===== src/rdc_pkg.sv =====
`default_nettype none

package rdc_pkg;

  // field widths
  localparam int VALUE_W     = 31;
  localparam int RADIX_W     = 6;
  localparam int DIGIT_W     = 6;
  localparam int CHAR_W      = 7;
  localparam int IN_TDATA_W  = 40;
  localparam int OUT_TDATA_W = 8;

  // digit stack depth default
  localparam int MAX_DIGITS_DEF = 32;

  // divider: one byte of the dividend per cycle
  localparam int DIV_BITS  = 8;
  localparam int DIV_STEPS = 4;
  localparam int DIV_W     = DIV_BITS * DIV_STEPS;
  localparam int STEP_W    = $clog2(DIV_STEPS);

  // radix limits
  localparam logic [RADIX_W-1:0] RADIX_MIN = 6'd2;
  localparam logic [RADIX_W-1:0] RADIX_MAX = 6'd36;

  // character codes
  localparam logic [DIGIT_W-1:0] DEC_DIGITS = 6'd10;
  localparam logic [CHAR_W-1:0]  CHAR_ZERO  = 7'd48;
  localparam logic [CHAR_W-1:0]  CHAR_NINE  = 7'd57;
  localparam logic [CHAR_W-1:0]  CHAR_A     = 7'd65;
  localparam logic [CHAR_W-1:0]  CHAR_Z     = 7'd90;

  typedef enum logic [1:0] {
    ST_IDLE,
    ST_DIV,
    ST_POP_REQ,
    ST_POP_LOAD
  } rdc_state_t;

  // controller to datapath
  typedef struct packed {
    logic load;
    logic div_step;
    logic pop_req;
    logic pop_load;
  } rdc_cmd_t;

  // datapath to controller
  typedef struct packed {
    logic div_done;
    logic quo_zero;
    logic level_zero;
    logic out_free;
  } rdc_sts_t;

  // digit value to ascii character
  function automatic logic [CHAR_W-1:0] digit_to_char(input logic [DIGIT_W-1:0] d);
    if (d < DEC_DIGITS) begin
      digit_to_char = CHAR_ZERO + CHAR_W'(d);
    end else begin
      digit_to_char = CHAR_A + CHAR_W'(d - DEC_DIGITS);
    end
  endfunction

endpackage

`default_nettype wire


===== src/radix_digit_converter.sv =====
`default_nettype none

// Converts one 31-bit value into ASCII digits in a radix from 2 to 36 ('0'-'9'
// then 'A'-'Z'), most significant digit first, tlast on the final digit; a
// zero value gives one '0' and a radix outside 2..36 is clamped into it. One
// item is worked at a time: for each digit the divider takes the 32-bit
// dividend one byte a step (8 quotient bits a cycle), and the digit stack
// pops each digit through a read state and an output-load state. An item
// has 1 to 31 digits. The last digit may wait in the output register while
// the next item is already being divided.
module radix_digit_converter
  import rdc_pkg::*;
#(
  parameter int MAX_DIGITS = MAX_DIGITS_DEF
) (
  input  wire logic                   clk,
  input  wire logic                   rst_n,
  input  wire logic                   in_tvalid,
  output logic                        in_tready,
  input  wire logic [IN_TDATA_W-1:0]  in_tdata,   // value[30:0], radix[36:31], zero pad
  output logic                        out_tvalid,
  input  wire logic                   out_tready,
  output logic [OUT_TDATA_W-1:0]      out_tdata,  // digit_char[6:0], zero pad
  output logic                        out_tlast
);

  rdc_cmd_t cmd;
  rdc_sts_t sts;

  // sequencer
  rdc_ctrl u_ctrl (
    .clk       (clk),
    .rst_n     (rst_n),
    .in_tvalid (in_tvalid),
    .in_tready (in_tready),
    .sts       (sts),
    .cmd       (cmd)
  );

  // divider, digit stack and output register
  rdc_dpath #(
    .MAX_DIGITS (MAX_DIGITS)
  ) u_dpath (
    .clk        (clk),
    .rst_n      (rst_n),
    .in_tdata   (in_tdata),
    .cmd        (cmd),
    .sts        (sts),
    .out_tvalid (out_tvalid),
    .out_tready (out_tready),
    .out_tdata  (out_tdata),
    .out_tlast  (out_tlast)
  );

endmodule

`default_nettype wire


===== src/rdc_ctrl.sv =====
`default_nettype none

module rdc_ctrl
  import rdc_pkg::*;
(
  input  wire logic     clk,
  input  wire logic     rst_n,
  input  wire logic     in_tvalid,
  output logic          in_tready,
  input  wire rdc_sts_t sts,
  output rdc_cmd_t      cmd
);

  rdc_state_t state_r, state_nxt;

  // state register
  always_ff @(posedge clk) begin
    if (!rst_n) begin
      state_r <= ST_IDLE;
    end else begin
      state_r <= state_nxt;
    end
  end

  // next state
  always_comb begin
    state_nxt = state_r;
    case (state_r)
      ST_IDLE: begin
        if (in_tvalid) state_nxt = ST_DIV;
      end
      ST_DIV: begin
        if (sts.div_done && sts.quo_zero) state_nxt = ST_POP_REQ;
      end
      ST_POP_REQ: begin
        if (sts.out_free) state_nxt = ST_POP_LOAD;
      end
      ST_POP_LOAD: begin
        state_nxt = sts.level_zero ? ST_IDLE : ST_POP_REQ;
      end
      default: state_nxt = ST_IDLE;
    endcase
  end

  // command outputs
  always_comb begin
    in_tready    = 1'b0;
    cmd          = '0;
    case (state_r)
      ST_IDLE: begin
        in_tready = 1'b1;
        cmd.load  = in_tvalid;
      end
      ST_DIV:      cmd.div_step = 1'b1;
      ST_POP_REQ:  cmd.pop_req  = sts.out_free;
      ST_POP_LOAD: cmd.pop_load = 1'b1;
      default: begin
        in_tready = 1'b0;
        cmd       = '0;
      end
    endcase
  end

endmodule

`default_nettype wire


===== src/rdc_dpath.sv =====
`default_nettype none

module rdc_dpath
  import rdc_pkg::*;
#(
  parameter int MAX_DIGITS = MAX_DIGITS_DEF
) (
  input  wire logic                   clk,
  input  wire logic                   rst_n,
  input  wire logic [IN_TDATA_W-1:0]  in_tdata,
  input  wire rdc_cmd_t               cmd,
  output rdc_sts_t                    sts,
  output logic                        out_tvalid,
  input  wire logic                   out_tready,
  output logic [OUT_TDATA_W-1:0]      out_tdata,
  output logic                        out_tlast
);

  localparam int LVL_W = $clog2(MAX_DIGITS + 1);
  localparam int IDX_W = $clog2(MAX_DIGITS);

  logic [DIV_W-1:0]   div_r;
  logic [DIGIT_W-1:0] rem_r;
  logic [RADIX_W-1:0] radix_r;
  logic [STEP_W-1:0]  step_r;
  logic [LVL_W-1:0]   level_r;
  logic [DIGIT_W-1:0] rd_data_r;
  logic [CHAR_W-1:0]  char_r;
  logic               last_r;
  logic               out_valid_r;

  logic [DIGIT_W-1:0] digit_stack [MAX_DIGITS];

  logic [VALUE_W-1:0] in_value;
  logic [RADIX_W-1:0] in_radix;
  logic [RADIX_W-1:0] radix_sat;
  logic [DIV_W-1:0]   div_nxt;
  logic [DIGIT_W-1:0] rem_nxt;
  logic [DIV_BITS-1:0] qbits;
  logic               push;
  logic [LVL_W-1:0]   level_dec;

  assign in_value = in_tdata[VALUE_W-1:0];
  assign in_radix = in_tdata[VALUE_W+RADIX_W-1:VALUE_W];

  // clamp radix into the supported range
  always_comb begin
    radix_sat = in_radix;
    if (in_radix < RADIX_MIN) radix_sat = RADIX_MIN;
    if (in_radix > RADIX_MAX) radix_sat = RADIX_MAX;
  end

  // restoring division over the top byte of the dividend
  always_comb begin
    logic [DIGIT_W-1:0] part;
    logic [DIGIT_W:0]   trial;
    part  = rem_r;
    qbits = '0;
    trial = '0;
    for (int i = DIV_BITS - 1; i >= 0; i--) begin
      trial = {part, div_r[DIV_W-DIV_BITS+i]};
      if (trial >= {1'b0, radix_r}) begin
        trial    = trial - {1'b0, radix_r};
        qbits[i] = 1'b1;
      end
      part = trial[DIGIT_W-1:0];
    end
    rem_nxt = part;
    div_nxt = {div_r[DIV_W-DIV_BITS-1:0], qbits};
  end

  assign sts.div_done   = (step_r == STEP_W'(DIV_STEPS - 1));
  assign sts.quo_zero   = (div_nxt == '0);
  assign sts.level_zero = (level_r == '0);
  assign sts.out_free   = !out_valid_r || out_tready;

  assign push      = cmd.div_step && sts.div_done && (level_r < LVL_W'(MAX_DIGITS));
  assign level_dec = level_r - 1'b1;

  // dividend, remainder and radix
  always_ff @(posedge clk) begin
    if (cmd.load) begin
      div_r   <= {{(DIV_W-VALUE_W){1'b0}}, in_value};
      rem_r   <= '0;
      radix_r <= radix_sat;
    end else if (cmd.div_step) begin
      div_r <= div_nxt;
      rem_r <= sts.div_done ? '0 : rem_nxt;
    end
  end

  // step counter and stack level
  always_ff @(posedge clk) begin
    if (!rst_n) begin
      step_r  <= '0;
      level_r <= '0;
    end else begin
      if (cmd.load) begin
        step_r <= '0;
      end else if (cmd.div_step) begin
        step_r <= step_r + 1'b1;
      end
      if (cmd.load) begin
        level_r <= '0;
      end else if (push) begin
        level_r <= level_r + 1'b1;
      end else if (cmd.pop_req) begin
        level_r <= level_dec;
      end
    end
  end

  // digit stack write port
  always_ff @(posedge clk) begin
    if (push) begin
      digit_stack[level_r[IDX_W-1:0]] <= rem_nxt;
    end
  end

  // digit stack read port
  always_ff @(posedge clk) begin
    if (cmd.pop_req) begin
      rd_data_r <= digit_stack[level_dec[IDX_W-1:0]];
    end
  end

  // output register payload
  always_ff @(posedge clk) begin
    if (cmd.pop_load) begin
      char_r <= digit_to_char(rd_data_r);
      last_r <= (level_r == '0);
    end
  end

  // output register valid
  always_ff @(posedge clk) begin
    if (!rst_n) begin
      out_valid_r <= 1'b0;
    end else if (cmd.pop_load) begin
      out_valid_r <= 1'b1;
    end else if (out_tready) begin
      out_valid_r <= 1'b0;
    end
  end

  assign out_tvalid = out_valid_r;
  assign out_tdata  = {{(OUT_TDATA_W-CHAR_W){1'b0}}, char_r};
  assign out_tlast  = last_r;

endmodule

`default_nettype wire


===== config.mk =====
export PLATFORM = sky130hd
export DESIGN_NAME = radix_digit_converter
export DESIGN_NICKNAME = d
export VERILOG_FILES = /design/src/rdc_pkg.sv /design/src/radix_digit_converter.sv /design/src/rdc_ctrl.sv /design/src/rdc_dpath.sv
export SDC_FILE = /design/constraint.sdc
export NUM_CORES = 1
export LEC_CHECK = 0
export ABC_AREA = 1
export BUFFER_PORTS_ARGS = -buffer_cell sky130_fd_sc_hd__buf_2
export CAP_MARGIN = 10
export CORE_MARGIN = 2
export CORE_UTILIZATION = 41
export CTS_CLUSTER_DIAMETER = 60
export CTS_CLUSTER_SIZE = 28
export DETAILED_ROUTE_END_ITERATION = 8
export PLACE_DENSITY = 0.6
export SETUP_SLACK_MARGIN = 0.05
export SYNTH_ARGS = -nofsm -noshare
export SYNTH_HDL_FRONTEND = slang
export SYNTH_SLANG_ARGS = --single-unit

===== constraint.sdc =====
create_clock -name clk -period 27.6 [get_ports clk]
set_clock_uncertainty 0.2 [all_clocks]
set_input_delay 2.76 -clock clk [delete_from_list [all_inputs] [get_ports clk]]
set_output_delay 2.76 -clock clk [all_outputs]
set_load 0.01 [all_outputs]

**Word-level counts from Yosys, hierarchy flattened**

Memory sizes are Yosys's and may differ from the RTL's. A register that Yosys moved wholly into a read port is not among the register bits.
Cells that the tools add are included.

- Register bits: 63
- Bits in writable memories: 192
- Input bits: 44
- Logic and storage cells: 97
- Memories kept: 1

Memories:

| memory | depth | bits a word | read ports | clocked after memory_dff | write ports | RTL line | RTL |
|---|---|---|---|---|---|---|---|
| u_dpath.digit_stack | 32 | 6 | 1 | 1 | 1 | rdc_dpath.sv:32 | `logic [DIGIT_W-1:0] digit_stack [MAX_DIGITS];` |

- Add/subtract/negate cells: 14
- Magnitude comparators: 12
- Eq/ne operators: 7
- Mux-type cells: 37
- Bitwise operators: 1
- Reductions and logical operators: 14

Operators by type and width:

| cell | number |
|---|---|
| $mux 6 | 12 |
| $mux 31 | 2 |
| $ge 7x6->1 | 8 |
| $sub 6x6->6 | 8 |
| $logic_not 32->1 | 1 |
| $mux 1 | 17 |
| $mux 2 | 4 |
| $pmux 2 s4 | 1 |
| $add 6x6->7 const A | 1 |
| $add 7x7->7 const A | 1 |
| $mux 7 | 1 |
| $sub 6x4->7 const B | 1 |
| $add 6x1->6 const B | 1 |
| $eq 2x2->1 const B | 3 |
| $gt 6x6->1 const B | 1 |
| $logic_not 6->1 | 1 |
| $lt 6x2->1 const B | 1 |
| $lt 6x4->1 const B | 1 |
| $lt 6x6->1 const B | 1 |
| $reduce_bool 2->1 | 3 |
| $sub 6x1->6 const B | 1 |
| $ne 2x1->1 const B | 2 |
| $reduce_or 2->1 | 2 |
| $logic_and 1x1->1 | 3 |
| 8 further kinds | 8 |

**Logic depth before layout (Yosys ltp)**

- Word-level depth: 20
- Gate-level depth with buffers: 90
- Depth with buffers taken out: 88

**By module**

A second synthesis with hierarchy kept.

- Cells, all modules: 1335
- Area total of the unflattened synthesis: 13477.9 µm²

Modules (own cells, without submodules):

| module | times used | cells an instance | area an instance (µm²) |
|---|---|---|---|
| rdc_dpath | 1 | 1308 | 13330.3 |
| rdc_ctrl | 1 | 27 | 147.6 |

**Worst setup path after synthesis**

No wires, ideal clock.

- Path type: register to register
- Start point: register u_dpath.radix_r[1]
- End point: memory u_dpath.digit_stack[0][0], data pin
- Arrival: 13007 ps
- Required time: 27032 ps
- Path slack: 14025 ps
- Stages on the path, launching flop included: 78
- Path buffers: 2
- Period minus slack after synthesis: 13575 ps
- Cells stage by stage: edfxtp_1 > inv_1 > ha_1 > nand3_1 > nand2_1 > nand2_1 > nand3_4 > o21ai_0 > ha_1 > nand3_1 > nand2_1 > nand3_1 > nand2_1 > nand2_1 > nand2_1 > nor2_1 > nand2_1 > nand2_1 > [42 not listed] > ha_1 > nand2_1 > o21ai_0 > a21oi_1 > o21bai_1 > a221oi_1 > nand3_2 > inv_2 > buf_6 > o21a_1 > inv_1 > ha_1 > a21oi_1 > o21ai_0 > a221o_1 > a211oi_1 > nand2_4 > o21ai_1

- Longest elaborated chain between the ends: 16
- Elaborated cells between the ends (all ways): 23

Ends and longest elaborated chain:

| what | RTL line | RTL |
|---|---|---|
| start: declaration | rdc_dpath.sv:24 | `logic [RADIX_W-1:0] radix_r;` |
| start signal: assignment | rdc_dpath.sv:85 | `radix_r <= radix_sat;` |
| $sub 6x6->6 / $ge 7x6->1 (equally long branches) | rdc_dpath.sv:63, rdc_dpath.sv:62 |  |
| $mux 6 | rdc_dpath.sv:62 | `if (trial >= {1'b0, radix_r}) begin` |
| $sub 6x6->6 / $ge 7x6->1 (equally long branches) | rdc_dpath.sv:63, rdc_dpath.sv:62 |  |
| $mux 6 | rdc_dpath.sv:62 |  |
| $sub 6x6->6 / $ge 7x6->1 (equally long branches) | rdc_dpath.sv:63, rdc_dpath.sv:62 |  |
| $mux 6 | rdc_dpath.sv:62 |  |
| $sub 6x6->6 / $ge 7x6->1 (equally long branches) | rdc_dpath.sv:63, rdc_dpath.sv:62 |  |
| $mux 6 | rdc_dpath.sv:62 |  |
| $sub 6x6->6 / $ge 7x6->1 (equally long branches) | rdc_dpath.sv:63, rdc_dpath.sv:62 |  |
| $mux 6 | rdc_dpath.sv:62 |  |
| $ge 7x6->1 / $sub 6x6->6 (equally long branches) | rdc_dpath.sv:62, rdc_dpath.sv:63 |  |
| $mux 6 | rdc_dpath.sv:62 |  |
| $sub 6x6->6 / $ge 7x6->1 (equally long branches) | rdc_dpath.sv:63, rdc_dpath.sv:62 |  |
| $mux 6 | rdc_dpath.sv:62 |  |
| $ge 7x6->1 * | rdc_dpath.sv:62 |  |
| $mux 6 * | rdc_dpath.sv:62 |  |
| via u_dpath.rem_nxt[0] | rdc_dpath.sv:38 | `logic [DIGIT_W-1:0] rem_nxt;` |
| end: declaration | rdc_dpath.sv:32 |  |

Mark *: on every way through the listed nets, which the timed path passes. The rest lies on a longest branch.

**Worst setup path after layout**

- Start point: register u_dpath.radix_r[1]
- End point: memory u_dpath.digit_stack[4][4], data pin

- Longest elaborated chain between the ends: 16
- Elaborated cells between the ends (all ways): 24

Ends and longest elaborated chain:

| what | RTL line |
|---|---|
| $sub 6x6->6 / $ge 7x6->1 (equally long branches) | rdc_dpath.sv:63, rdc_dpath.sv:62 |
| $mux 6 | rdc_dpath.sv:62 |
| $sub 6x6->6 / $ge 7x6->1 (equally long branches) | rdc_dpath.sv:63, rdc_dpath.sv:62 |
| $mux 6 | rdc_dpath.sv:62 |
| $sub 6x6->6 / $ge 7x6->1 (equally long branches) | rdc_dpath.sv:63, rdc_dpath.sv:62 |
| $mux 6 | rdc_dpath.sv:62 |
| $sub 6x6->6 / $ge 7x6->1 (equally long branches) | rdc_dpath.sv:63, rdc_dpath.sv:62 |
| $mux 6 | rdc_dpath.sv:62 |
| $sub 6x6->6 / $ge 7x6->1 (equally long branches) | rdc_dpath.sv:63, rdc_dpath.sv:62 |
| $mux 6 | rdc_dpath.sv:62 |
| $ge 7x6->1 / $sub 6x6->6 (equally long branches) | rdc_dpath.sv:62, rdc_dpath.sv:63 |
| $mux 6 | rdc_dpath.sv:62 |
| $sub 6x6->6 / $ge 7x6->1 (equally long branches) | rdc_dpath.sv:63, rdc_dpath.sv:62 |
| $mux 6 | rdc_dpath.sv:62 |
| $sub 6x6->6 / $ge 7x6->1 (equally long branches) | rdc_dpath.sv:63, rdc_dpath.sv:62 |
| $mux 6 * | rdc_dpath.sv:62 |
| via u_dpath.rem_nxt[4] | rdc_dpath.sv:38 |

Marked as above.

==> impl_metrics.csv <==
group,metric,value,unit
outcome,status,"finished, final reports clean",
worst_setup_path,critPathCaptureType,"flip-flop",
clock_network,root_buffer,"clkbuf_16",
synth,synth-compound-area-share,0.106,
worst_setup_path,cp_common_cell,"nand2_1",
clock_network,cts_tree,"built",
detailed_routing,wl_per_cell,17.3,um
placement,hpwlAfterDp,20400,um
worst_setup_path,cp_slowest_cell,"edfxtp_1",
clock_network,cts_setup_buffers,0,
worst_setup_path,critPathKind,"reg2reg",
global_route,antenna_found_initial,0,
finish,multi_input_area,5170,um2
worst_setup_path,setup.worst_path.start_class,"flip-flop",
timing,fmax,0.0636,GHz
clock_network,clock_tree.buffer_depth,3,
clock_network,cts_resized,0,
global_route,grt_max_degree,85,
finish,regArea,7660,um2
timing,tightest_slew,0.869,ns
detailed_routing,drc_errors,0,
timing,slew_headroom,0.420,
worst_setup_path,arrival,15.79,ns
synth,yosys_warnings,0,
synth,syn-instance-count,1263,
detailed_routing,viasPerCell,5.29,
global_route,grt_pass1_wl,48000,um
synth,ys_seq_area_frac,0.569,
floorplanning,die_y,185,um
timing,slew_viol_final,0,
finish,area_growth,10.0,%
synth,syn_avg_cell_area,10.7,um2
floorplanning,core_area,32500,um2
detailed_routing,drtAntennaViolNets,0,
detailed_routing,vias,9257,
placement,finalWeightedCongestion,0.862,
placement,io_buffer_count,50,
floorplanning,floorplan.initialDensity,0.415,
worst_setup_path,r2r_start,"u_dpath.radix_r[1]",
timing,fin_crit_sh,0.570,
synth,synth_edf_count,243,
timing,rsz0062_at_grt,"no",
finish,nNetsFinal,1407,
timing,setup_viol,0,
global_route,grt-ovfl-total,0,
clock_network,clkTransAtPathRegs,0.09,ns
clock_network,worstSkewPairLatency,0.50,ns
synth,syn_nets,1371,
timing,layout_min_cycle_time,15.73,ns
detailed_routing,first_iter_violations,771,
worst_setup_path,endpoint,"u_dpath.digit_stack[4][4]",
floorplanning,io_pins,55,
worst_setup_path,startpoint,"u_dpath.radix_r[1]",
timing,hold_viol,0,
placement,place_ws,11.87,ns
synth,yosysUniqueCellTypes,53,
finish,drive_gt1_frac,0.107,
clock_network,cts_buffers,17,
finish,num_antenna_cells,0,
detailed_routing,wirelength,30200,um
synth,synth_ff_type,"edfxtp_1",
finish,postLayoutCoreUtil,0.456,
worst_setup_path,rr_endpoint,"u_dpath.digit_stack[4][4]",
worst_setup_path,reg2regPathDepth,77,
synth,syn_area,13500,um2
synth,synth_top_family_by_area,"simple AND/OR/NAND/NOR gates",
floorplanning,die_x,185,um
clock_network,cts_htree_levels,1,
detailed_routing,first_pass_iters,5,
worst_setup_path,reg2reg_slack,11.87,ns
flow_run,maxCapViolCount,0,
synth,synthAdderAreaFrac,0.0639,
clock_network,cts_hold_buf,0,
synth,yosys-mux-area-fraction,0.0349,
worst_hold_path,hold_path_class,"reg2reg",
global_route,grt_util_all_layers,0.180,
floorplanning,die_area,34300,um2
synth,synth_xor_area_frac,0.0247,
timing,setup_ws,11.87,ns
worst_setup_path,cpPeakStageDelay,0.74,ns
timing,whs,0.286,ns
synth,ys_async_sr_fraction,0,
finish,fillers,3006,
synth,yosys.area_share.simple,0.154,
floorplanning,num_rows,66,
global_route,grt_pass1_vias,8862,
clock_network,clock-sinks,261,
worst_setup_path,required,27.66,ns
worst_setup_path,crit_fanout,33,
synth,ys_seq_elements,261,
timing,fin_tns_setup,0,ns
-- stage by stage --
stage	instance area, um2	cells
2_1_floorplan	13500	1263
3_3_place_gp	14200	1721
6_report	14800	1751
4_1_cts	14800	1750
3_5_place_dp	14200	1721
5_1_grt	14800	1751
-- worst min-delay path by stage --
stage,cells past startpoint,endpoint,startpoint,slack (ns)
after global placement,2,u_dpath.step_r[1],u_dpath.step_r[1],0.26
after global routing,2,u_dpath.step_r[1],u_dpath.step_r[1],0.32
after detailed placement,2,u_dpath.rem_r[1],u_dpath.rem_r[1],0.28
after CTS,2,u_dpath.rem_r[1],u_dpath.rem_r[1],0.29
final,2,u_dpath.step_r[1],u_dpath.step_r[1],0.29
after floorplan,2,u_dpath.step_r[1],u_dpath.step_r[1],0.24
-- layer usage --
layer,global-route usage,up-vias,routed length [um]
met5,0,-,0
met4,0.0375,0,631
met3,0.0238,39,1610
met2,0.299,228,14500
met1,0.251,4431,13500
li1,-,4559,-
-- Yosys cell counts (2+ instances only) --
master,number,share of area
nor3_1,7,0.0026
xor2_1,23,0.015
a21oi_1,32,0.012
o21a_1,4,0.0022
nor2_4,2,0.0017
o21ai_1,11,0.0041
a221oi_1,3,0.0020
o311ai_0,3,0.0020
o21ai_0,85,0.032
nand3b_1,2,0.0011
nand2_2,5,0.0023
o21ai_2,8,0.0052
o211ai_1,4,0.0022
nor2_1,121,0.034
buf_6,2,0.0017
nand3_4,6,0.0078
inv_2,6,0.0017
edfxtp_1,243,0.54
inv_1,111,0.031
ha_1,56,0.052
nand3_2,5,0.0037
dfxtp_1,18,0.027
clkinv_1,2,0.00056
nor4_1,3,0.0014
clkbuf_1,39,0.011
nand2_1,226,0.063
xnor2_1,15,0.0098
buf_1,4,0.0011
nand3_1,64,0.024
or2_2,3,0.0014
o21bai_1,4,0.0022
nand2_4,4,0.0033
nand4_1,11,0.0051
o221ai_1,47,0.031
mux2i_1,47,0.035
a31oi_1,13,0.0060
fa_1,8,0.012
-- flip-flops by register name, indices dropped and copies added (netlist names) --
register             count
u_dpath.div_r           32
u_ctrl.state_r           2
u_dpath.level_r          6
u_dpath.out_tvalid       1
u_dpath.radix_r          6
u_dpath.digit_stack    192
u_dpath.out_tlast        1
u_dpath.step_r           2
u_dpath.char_r           7
u_dpath.rem_r            6
u_dpath.rd_data_r        6
-- cell families after synthesis --
kind of cell,Yosys count
compound gates,222
xor+xnor,38
fa+ha+maj,64
buf+inv,166
flops,261
mux,47
other cells,1
simple gates,464
-- worst max-delay path: cells and delay by family (launching register included) --
kind                       cells  cell delay (ns)
AOI/OAI and AO/OA             31             6.54
and+or+nand+nor               27             3.49
adders and majority gates      8             2.50
buffers and inverters         11             1.97
DFF                            1             0.74
-- cell usage in the layout (no fill, tap or decap), drive strengths merged, types with 8 or more instances in the layout --
cell type and instances:
a21oi 34, a31oi 13, buf 63, clkbuf 17, dfxtp 18, edfxtp 243, fa 8, ha 56
inv 122, mux2i 47, nand2 235, nand3 75, nand4 12, nor2 124, o21ai 104, o221ai 47
xnor2 15, xor2 23
-- final cells by class --
type | count | area share
clock buffers | 17 | 0.0287
clock inverters | 12 | 0.0123
inverters | 120 | 0.0306
multi-input cells | 836 | 0.349
flip-flops and latches | 261 | 0.517
well taps | 442 | 0.0373
repair buffers | 63 | 0.0248
Power is not shown: default switching activity piles up to over one toggle a cycle in this logic, so the estimate is an artifact.
